===== src/design/bcc_pkg.sv =====
`default_nettype none

package bcc_pkg;

    localparam int unsigned TAG_W    = 32;
    localparam int unsigned SLOT_W   = 5;
    localparam int unsigned MAX_OUT  = 32;
    localparam int unsigned CNT_W    = $clog2(MAX_OUT + 1);

    // Request codes on i_opcode
    typedef enum logic [1:0] {
        OP_GET   = 2'd0,
        OP_MARK  = 2'd1,
        OP_FLUSH = 2'd2
    } t_opcode;

    // Result codes on o_status
    typedef enum logic [2:0] {
        STS_HIT        = 3'd0,
        STS_FILL       = 3'd1,
        STS_NO_SLOT    = 3'd2,
        STS_MARKED     = 3'd3,
        STS_NOT_PRESENT = 3'd4,
        STS_WRITEBACK  = 3'd5,
        STS_FLUSH_DONE = 3'd6
    } t_status;

    // One slot's tag and flags as held by a cell
    typedef struct packed {
        logic             valid;
        logic             dirty;
        logic [TAG_W-1:0] tag;
    } t_entry;

endpackage

`default_nettype wire


===== src/design/block_cache_tag_controller_core.sv =====
`default_nettype none

// Tag controller for a fully associative write-back cache of disk blocks.
// A request is taken when start is high and busy is low; results leave on
// o_valid, one cycle each, and cannot be held off by the receiver, so it
// must take every result in the cycle it is shown. The slot tags and flags
// sit in a ring of NUM_SLOTS cells that, during the scan, rotates one place
// per cycle past a single compare head; each request passes through one
// load, NUM_SLOTS scan steps and one finish step, and busy stays high
// through the scan and finish steps. An unused opcode is taken without
// leaving idle and gives no result. Get and mark-dirty give one result in the
// finish step. A flush gives its writebacks during the scan, at most one a
// cycle, each one held back a step so that the final one can carry o_last;
// the final writeback, or a flush-done when nothing was dirty, appears in
// the finish step. At most 32 writebacks come from one flush; any further
// dirty slots stay dirty for the next flush.

module block_cache_tag_controller_core #(
    parameter int unsigned NUM_SLOTS = 32
) (
    input  logic        i_clk,
    input  logic        i_rst_n,
    input  logic        start,
    output logic        busy,
    input  logic [1:0]  i_opcode,
    input  logic [31:0] i_block_id,
    output logic        o_valid,
    output logic [2:0]  o_status,
    output logic [4:0]  o_slot,
    output logic [31:0] o_sector,
    output logic        o_last
);
    import bcc_pkg::*;

    localparam int unsigned SW = (NUM_SLOTS > 1) ? $clog2(NUM_SLOTS) : 1;

    typedef enum logic [2:0] {
        S_IDLE   = 3'b001,
        S_SCAN   = 3'b010,
        S_FINISH = 3'b100
    } t_state;

    t_state           r_state;
    logic [1:0]       r_op;
    logic [TAG_W-1:0] r_id;
    logic [SW-1:0]    r_step;
    logic             r_hit;
    logic [SW-1:0]    r_hit_slot;
    logic             r_free_found;
    logic [SW-1:0]    r_free_slot;
    logic [CNT_W-1:0] r_wb_cnt;
    logic             r_pend;
    logic [SW-1:0]    r_pend_slot;
    logic [TAG_W-1:0] r_pend_tag;

    logic             r_out_vld;
    t_status          r_status;
    logic [SW-1:0]    r_out_slot;
    logic [TAG_W-1:0] r_sector;
    logic             r_last;

    t_entry           w_cell [NUM_SLOTS];
    t_entry           w_head;
    t_entry           w_ret;
    t_entry           w_fill;
    logic             w_shift;
    logic             w_match;
    logic             w_free;
    logic             w_wb;
    logic             w_mark;
    logic             w_do_fill;

    assign busy    = (r_state != S_IDLE);
    assign w_shift = (r_state == S_SCAN);
    assign w_head  = w_cell[0];

    // Head compare: the cell at place 0 holds slot r_step during the scan
    assign w_match = w_head.valid && (w_head.tag == r_id);
    assign w_free  = !w_head.valid || !w_head.dirty;
    assign w_mark  = (r_op == OP_MARK) && w_match && !r_hit;
    assign w_wb    = (r_op == OP_FLUSH) && w_head.valid && w_head.dirty
                     && (r_wb_cnt < CNT_W'(MAX_OUT));

    // Set or clear the dirty flag as the entry goes back round the ring
    always_comb begin
        w_ret = w_head;
        if (w_mark) begin
            w_ret.dirty = 1'b1;
        end else if (w_wb) begin
            w_ret.dirty = 1'b0;
        end
    end

    assign w_do_fill = (r_state == S_FINISH) && (r_op == OP_GET) && !r_hit
                       && r_free_found;
    assign w_fill    = '{valid: 1'b1, dirty: 1'b0, tag: r_id};

    for (genvar k = 0; k < NUM_SLOTS; k++) begin : g_ring
        t_entry w_next;

        if (k == NUM_SLOTS - 1) begin : g_tail
            assign w_next = w_ret;
        end else begin : g_mid
            assign w_next = w_cell[k+1];
        end

        bcc_cell u_cell (
            .i_clk     (i_clk),
            .i_rst_n   (i_rst_n),
            .i_shift   (w_shift),
            .i_wr      (w_do_fill && (r_free_slot == SW'(k))),
            .i_next    (w_next),
            .i_wr_data (w_fill),
            .o_entry   (w_cell[k])
        );
    end

    always_ff @(posedge i_clk) begin
        if (!i_rst_n) begin
            r_state      <= S_IDLE;
            r_out_vld    <= 1'b0;
            r_op         <= OP_GET;
            r_id         <= '0;
            r_step       <= '0;
            r_hit        <= 1'b0;
            r_hit_slot   <= '0;
            r_free_found <= 1'b0;
            r_free_slot  <= '0;
            r_wb_cnt     <= '0;
            r_pend       <= 1'b0;
            r_pend_slot  <= '0;
            r_pend_tag   <= '0;
            r_status     <= STS_HIT;
            r_out_slot   <= '0;
            r_sector     <= '0;
            r_last       <= 1'b0;
        end else begin
            r_out_vld <= 1'b0;
            case (r_state)
                S_IDLE: begin
                    // Drop the unused opcode without leaving idle
                    if (start && (i_opcode == OP_GET || i_opcode == OP_MARK
                                  || i_opcode == OP_FLUSH)) begin
                        r_op         <= i_opcode;
                        r_id         <= i_block_id;
                        r_step       <= '0;
                        r_hit        <= 1'b0;
                        r_free_found <= 1'b0;
                        r_wb_cnt     <= '0;
                        r_pend       <= 1'b0;
                        r_state      <= S_SCAN;
                    end
                end
                S_SCAN: begin
                    if (r_op != OP_FLUSH && w_match && !r_hit) begin
                        r_hit      <= 1'b1;
                        r_hit_slot <= r_step;
                    end
                    if (r_op == OP_GET && w_free && !r_free_found) begin
                        r_free_found <= 1'b1;
                        r_free_slot  <= r_step;
                    end
                    if (w_wb) begin
                        // Release the held writeback, hold the new one
                        r_wb_cnt    <= r_wb_cnt + CNT_W'(1);
                        r_pend      <= 1'b1;
                        r_pend_slot <= r_step;
                        r_pend_tag  <= w_head.tag;
                        if (r_pend) begin
                            r_out_vld  <= 1'b1;
                            r_status   <= STS_WRITEBACK;
                            r_out_slot <= r_pend_slot;
                            r_sector   <= r_pend_tag;
                            r_last     <= 1'b0;
                        end
                    end
                    if (r_step == SW'(NUM_SLOTS - 1)) begin
                        r_state <= S_FINISH;
                    end else begin
                        r_step <= r_step + SW'(1);
                    end
                end
                S_FINISH: begin
                    r_out_vld  <= 1'b1;
                    r_last     <= 1'b1;
                    r_out_slot <= '0;
                    r_sector   <= '0;
                    case (r_op)
                        OP_GET: begin
                            if (r_hit) begin
                                r_status   <= STS_HIT;
                                r_out_slot <= r_hit_slot;
                            end else if (r_free_found) begin
                                r_status   <= STS_FILL;
                                r_out_slot <= r_free_slot;
                                r_sector   <= r_id;
                            end else begin
                                r_status <= STS_NO_SLOT;
                            end
                        end
                        OP_MARK: begin
                            if (r_hit) begin
                                r_status   <= STS_MARKED;
                                r_out_slot <= r_hit_slot;
                            end else begin
                                r_status <= STS_NOT_PRESENT;
                            end
                        end
                        default: begin
                            if (r_pend) begin
                                r_status   <= STS_WRITEBACK;
                                r_out_slot <= r_pend_slot;
                                r_sector   <= r_pend_tag;
                            end else begin
                                r_status <= STS_FLUSH_DONE;
                            end
                        end
                    endcase
                    r_state <= S_IDLE;
                end
                default: begin
                    r_state <= S_IDLE;
                end
            endcase
        end
    end

    assign o_valid  = r_out_vld;
    assign o_status = r_status;
    assign o_slot   = SLOT_W'(r_out_slot);
    assign o_sector = r_sector;
    assign o_last   = r_last;

endmodule

`default_nettype wire


===== src/design/bcc_cell.sv =====
`default_nettype none

module bcc_cell (
    input  logic            i_clk,
    input  logic            i_rst_n,
    input  logic            i_shift,
    input  logic            i_wr,
    input  bcc_pkg::t_entry i_next,
    input  bcc_pkg::t_entry i_wr_data,
    output bcc_pkg::t_entry o_entry
);
    import bcc_pkg::*;

    logic             r_valid;
    logic             r_dirty;
    logic [TAG_W-1:0] r_tag;

    // Flags: clear on reset, load i_wr_data on a write, else take i_next on a shift
    always_ff @(posedge i_clk) begin
        if (!i_rst_n) begin
            r_valid <= 1'b0;
            r_dirty <= 1'b0;
        end else if (i_wr) begin
            r_valid <= i_wr_data.valid;
            r_dirty <= i_wr_data.dirty;
        end else if (i_shift) begin
            r_valid <= i_next.valid;
            r_dirty <= i_next.dirty;
        end
    end

    // Tag is undefined until written
    always_ff @(posedge i_clk) begin
        if (i_wr) begin
            r_tag <= i_wr_data.tag;
        end else if (i_shift) begin
            r_tag <= i_next.tag;
        end
    end

    assign o_entry = '{valid: r_valid, dirty: r_dirty, tag: r_tag};

endmodule

`default_nettype wire


===== config.mk =====
export PLATFORM = sky130hd
export DESIGN_NAME = block_cache_tag_controller_core
export DESIGN_NICKNAME = d
export VERILOG_FILES = /design/src/design/bcc_pkg.sv /design/src/design/block_cache_tag_controller_core.sv /design/src/design/bcc_cell.sv
export SDC_FILE = /design/constraint.sdc
export NUM_CORES = 2
export LEC_CHECK = 0
export ABC_CLOCK_PERIOD_IN_PS = 3400
export BUFFER_PORTS_ARGS = -buffer_cell sky130_fd_sc_hd__buf_2
export CORE_MARGIN = 2
export CORE_UTILIZATION = 30
export DETAILED_ROUTE_END_ITERATION = 7
export PLACE_DENSITY = 0.44
export SLEW_MARGIN = 20
export SYNTH_ARGS = -nofsm -noshare
export SYNTH_HDL_FRONTEND = slang
export SYNTH_SLANG_ARGS = --single-unit

===== constraint.sdc =====
create_clock -name i_clk -period 3.4 [get_ports i_clk]
set_input_delay 0.68 -clock i_clk [delete_from_list [all_inputs] [get_ports i_clk]]
set_output_delay 0.68 -clock i_clk [all_outputs]
set_load 0.01 [all_outputs]

==> summary.txt <==
combinational power share: 0.030
Synth area leaders: edfxtp_1 (59%), mux2_2 (20%), dfxtp_1 (7.8%), mux2_4 (2.7%), nand2_1 (2.1%)
Worst Path Max Fanout: 34
Synth Instances: 3331
first-pass GRT wire length: 213 mm
switching share of power: 0.221
initial antenna violation count: 4
CTS Buf Count: 142
Clock Path Buffers: 3
1st-iter DRT viols: 1992
cell breakdown of the critical path: nor4b_4 -> and2_1 -> buf_4 -> and3b_1 -> buf_4 -> nand2_4 -> nand2_1 -> buf_4
max cap viols: 0
Post-CTS Setup Repair Bufs: 0
HPWL after detailed placement: 88.5 mm
WL final: 147 mm
CTS root buffer: clkbuf_16
RSZ-0062 raised after global routing: no
Peak Freq: 328 MHz
share of layout cells above drive strength 1: 0.429
Worst EP required: 3.84 ns
RePlAce Congestion: 0.789
worst hold slack: 0.147 ns
Nets: 3432
post-DR wirelength/cell: 25.2 um
Period minus WS final: 3.05 ns
Power Internal: 25.1 mW
#FFs+latches synth: 1228
leakage power: 20.6 nW
largest area contributor in the netlist: edfxtp_1
period utilization: 0.897
area of the mapped netlist: 52500 um2
Global Route Usage Sum: 0.163
slowest CP cell: dfxtp_1
GR Overflow Total: 0
vias in the first global route: 29793
number of synthesized flops with an enable pin: 1024
Die Ht: 422 um
CP dominant cell by count: buf_4
asr flop ratio synth: 0
min-delay worst type: in -> reg
Mapped Nets: 3371
Setup TNS Final: 0 ns
CTS tree: built
Syn-to-layout area delta: 14.7%
pwr dens: 536 nW/um2
Worst Tran Pin Value: 0.912 ns
cts hold-fix bufs: 0
post-cts sizing count: 0
Avg Cell Area, Syn: 15.8 um2
Filler cells: 16757
clock latency at the later pin of the worst-skew pair: 0.77 ns
Slew HR: 0.390
register area share after synthesis: 0.664
r2r worst-path depth: 8
Initial Util: 0.302
Initial DRT Pass Iterations: 5
area share of the largest cell type after synthesis: 0.586
Cell Rows: 153
Sw Pwr: 7.11 mW
main flop type after synthesis: edfxtp_1
worst hold path depth: 3
H-tree levels: 4
Slew Limit Fails: 0
CP endpoint kind: flip-flop
Max stage delay on crit path: 0.44 ns
clock sink total: 1228
Seq pwr share: 0.509
worst vdd ir: 0.394 mV
clock-pin transition on the worst setup and hold timing paths: 0.06 ns
worst path arrival time: 3.49 ns
YS warnings: 0
I/O pin total: 80
critical path class: reg -> reg
port buffer count: 79
synth unique cells: 55
Die ar.: 178000 um2
Routed Antenna Nets: 0
clk_skew: 0.0229 ns
total number of vias: 27985
routed vias/inst: 4.80
Clock Power Share: 0.461
crit path launch type: flip-flop
Fin. Hold Viols: 0
core area: 174000 um2
# DRC: 0
chip width: 422 um
Final setup viols: 0
largest net degree at the start of global routing: 78
status: complete, no violations
placed cells by master (no fill, tap or decap), drive strengths merged, types with 3 or more instances in the layout:
cell,instances
a2111oi,3
a211oi,27
a21oi,82
a221oi,38
a22o,4
a31oi,36
and2,5
and3,4
and3b,3
buf,224
bufinv,7
clkbuf,198
clkinv,37
clkinvlp,4
dfxtp,204
edfxtp,1024
ha,3
inv,16
mux2,1016
mux2i,35
nand2,321
nand2b,4
nand3,7
nand4,4
nor2,64
nor2b,12
nor3,11
nor3b,38
nor4,14
o21ai,10
xor2,28
Yosys cell counts, types with 4 or more instances:
cell and n:
nand2b_1 4, mux2_2 918, buf_6 19, mux2_1 5, buf_2 90, nor4_1 13
nand4_1 4, nor2_1 63, mux2_4 93, nand3_1 7, buf_4 4, nor3b_2 5
o21ai_0 10, nor3_1 10, nand2_4 6, edfxtp_1 1024, buf_1 11, a22o_1 4
nor3b_1 33, mux2i_1 35, dfxtp_1 204, xor2_1 28, inv_1 8, a31oi_1 36
nand2_1 294, and3_1 4, clkbuf_1 181, nor2b_1 12, a211oi_1 27, a21oi_1 82
and2_1 5, a221oi_1 38, nand2_2 21
per-stage QoR:
stage	area (um2)	power (mW)	setup WS, ns	utilization	instances
floorplan	52500	17.1	0.730	-	3331
global placement	55700	17.7	0.402	0.320	5573
detailed placement	55700	17.7	0.411	0.320	5573
CTS	60200	32.7	0.362	0.346	5827
global route	60200	33.3	0.189	0.346	5828
finish	60200	32.2	0.351	0.346	5828
routing by layer:
metal	global-route usage	vias up	share of wire
li1	-	12732	-
met1	0.220	14422	0.45
met2	0.264	604	0.47
met3	0.0257	227	0.039
met4	0.0602	0	0.035
met5	0	-	0
power by group through the flow:
stage	Combinational [mW]	Sequential, mW	Clock, mW
5_1_grt	1.02	16.4	15.8
6_report	0.961	16.4	14.9
4_1_cts	0.989	16.4	15.3
3_3_place_gp	0.983	16.7	0
3_5_place_dp	0.984	16.7	0
2_1_floorplan	0.489	16.7	0
state kept, by name (all words and copies together) (netlist names), 2 cells and up:
signal                 count
g_ring.u_cell.r_valid     32
r_wb_cnt                   6
r_free_slot                5
r_pend_tag                32
g_ring.u_cell.r_tag     1024
o_status                   3
o_sector                  32
g_ring.u_cell.r_dirty     32
o_slot                     5
r_hit_slot                 5
r_state                    3
r_pend_slot                5
r_op                       2
r_step                     5
r_id                      32
kinds of logic after synthesis:
group,share of synthesized area
buffers and inverters,0.0281
and+or+nand+nor,0.0444
muxes,0.231
AOI/OAI and AO/OA,0.0267
xor gates and xnor gates,0.00467
adders and majority gates,0.000716
DFF,0.664
worst max-delay path, delay by kind of cell, from the launching register on:
kind / cells / cell delay (ns)
buffers and inverters: 3 / 0.76
DFF: 1 / 0.44
and+or+nand+nor: 5 / 1.44
final cells by class:
cell class / count / area, um2 / share of cell area
diodes: 1 / 2.50 / 0.0000416
clock buffers: 198 / 3910 / 0.0650
clock inverters: 56 / 541 / 0.00898
inverters: 8 / 35.0 / 0.000582
multi-input cells: 1788 / 16200 / 0.269
flip-flops and latches: 1228 / 34900 / 0.580
well taps: 2325 / 2910 / 0.0484
repair buffers: 224 / 1710 / 0.0284
path summary, 6_finish.rpt:
kind / startpoint / endpoint / slack [ns]
hold reg to reg: r_pend_tag[25] / r_pend_tag[25] / 0.45
setup reg to reg: r_state[2] / g_ring[18].u_cell.r_tag[10] / 0.35
hold / removal: i_block_id[18] / r_id[18] / 0.15
setup / recovery: r_state[2] / g_ring[18].u_cell.r_tag[10] / 0.35
Power figures use the tool's default switching activity.
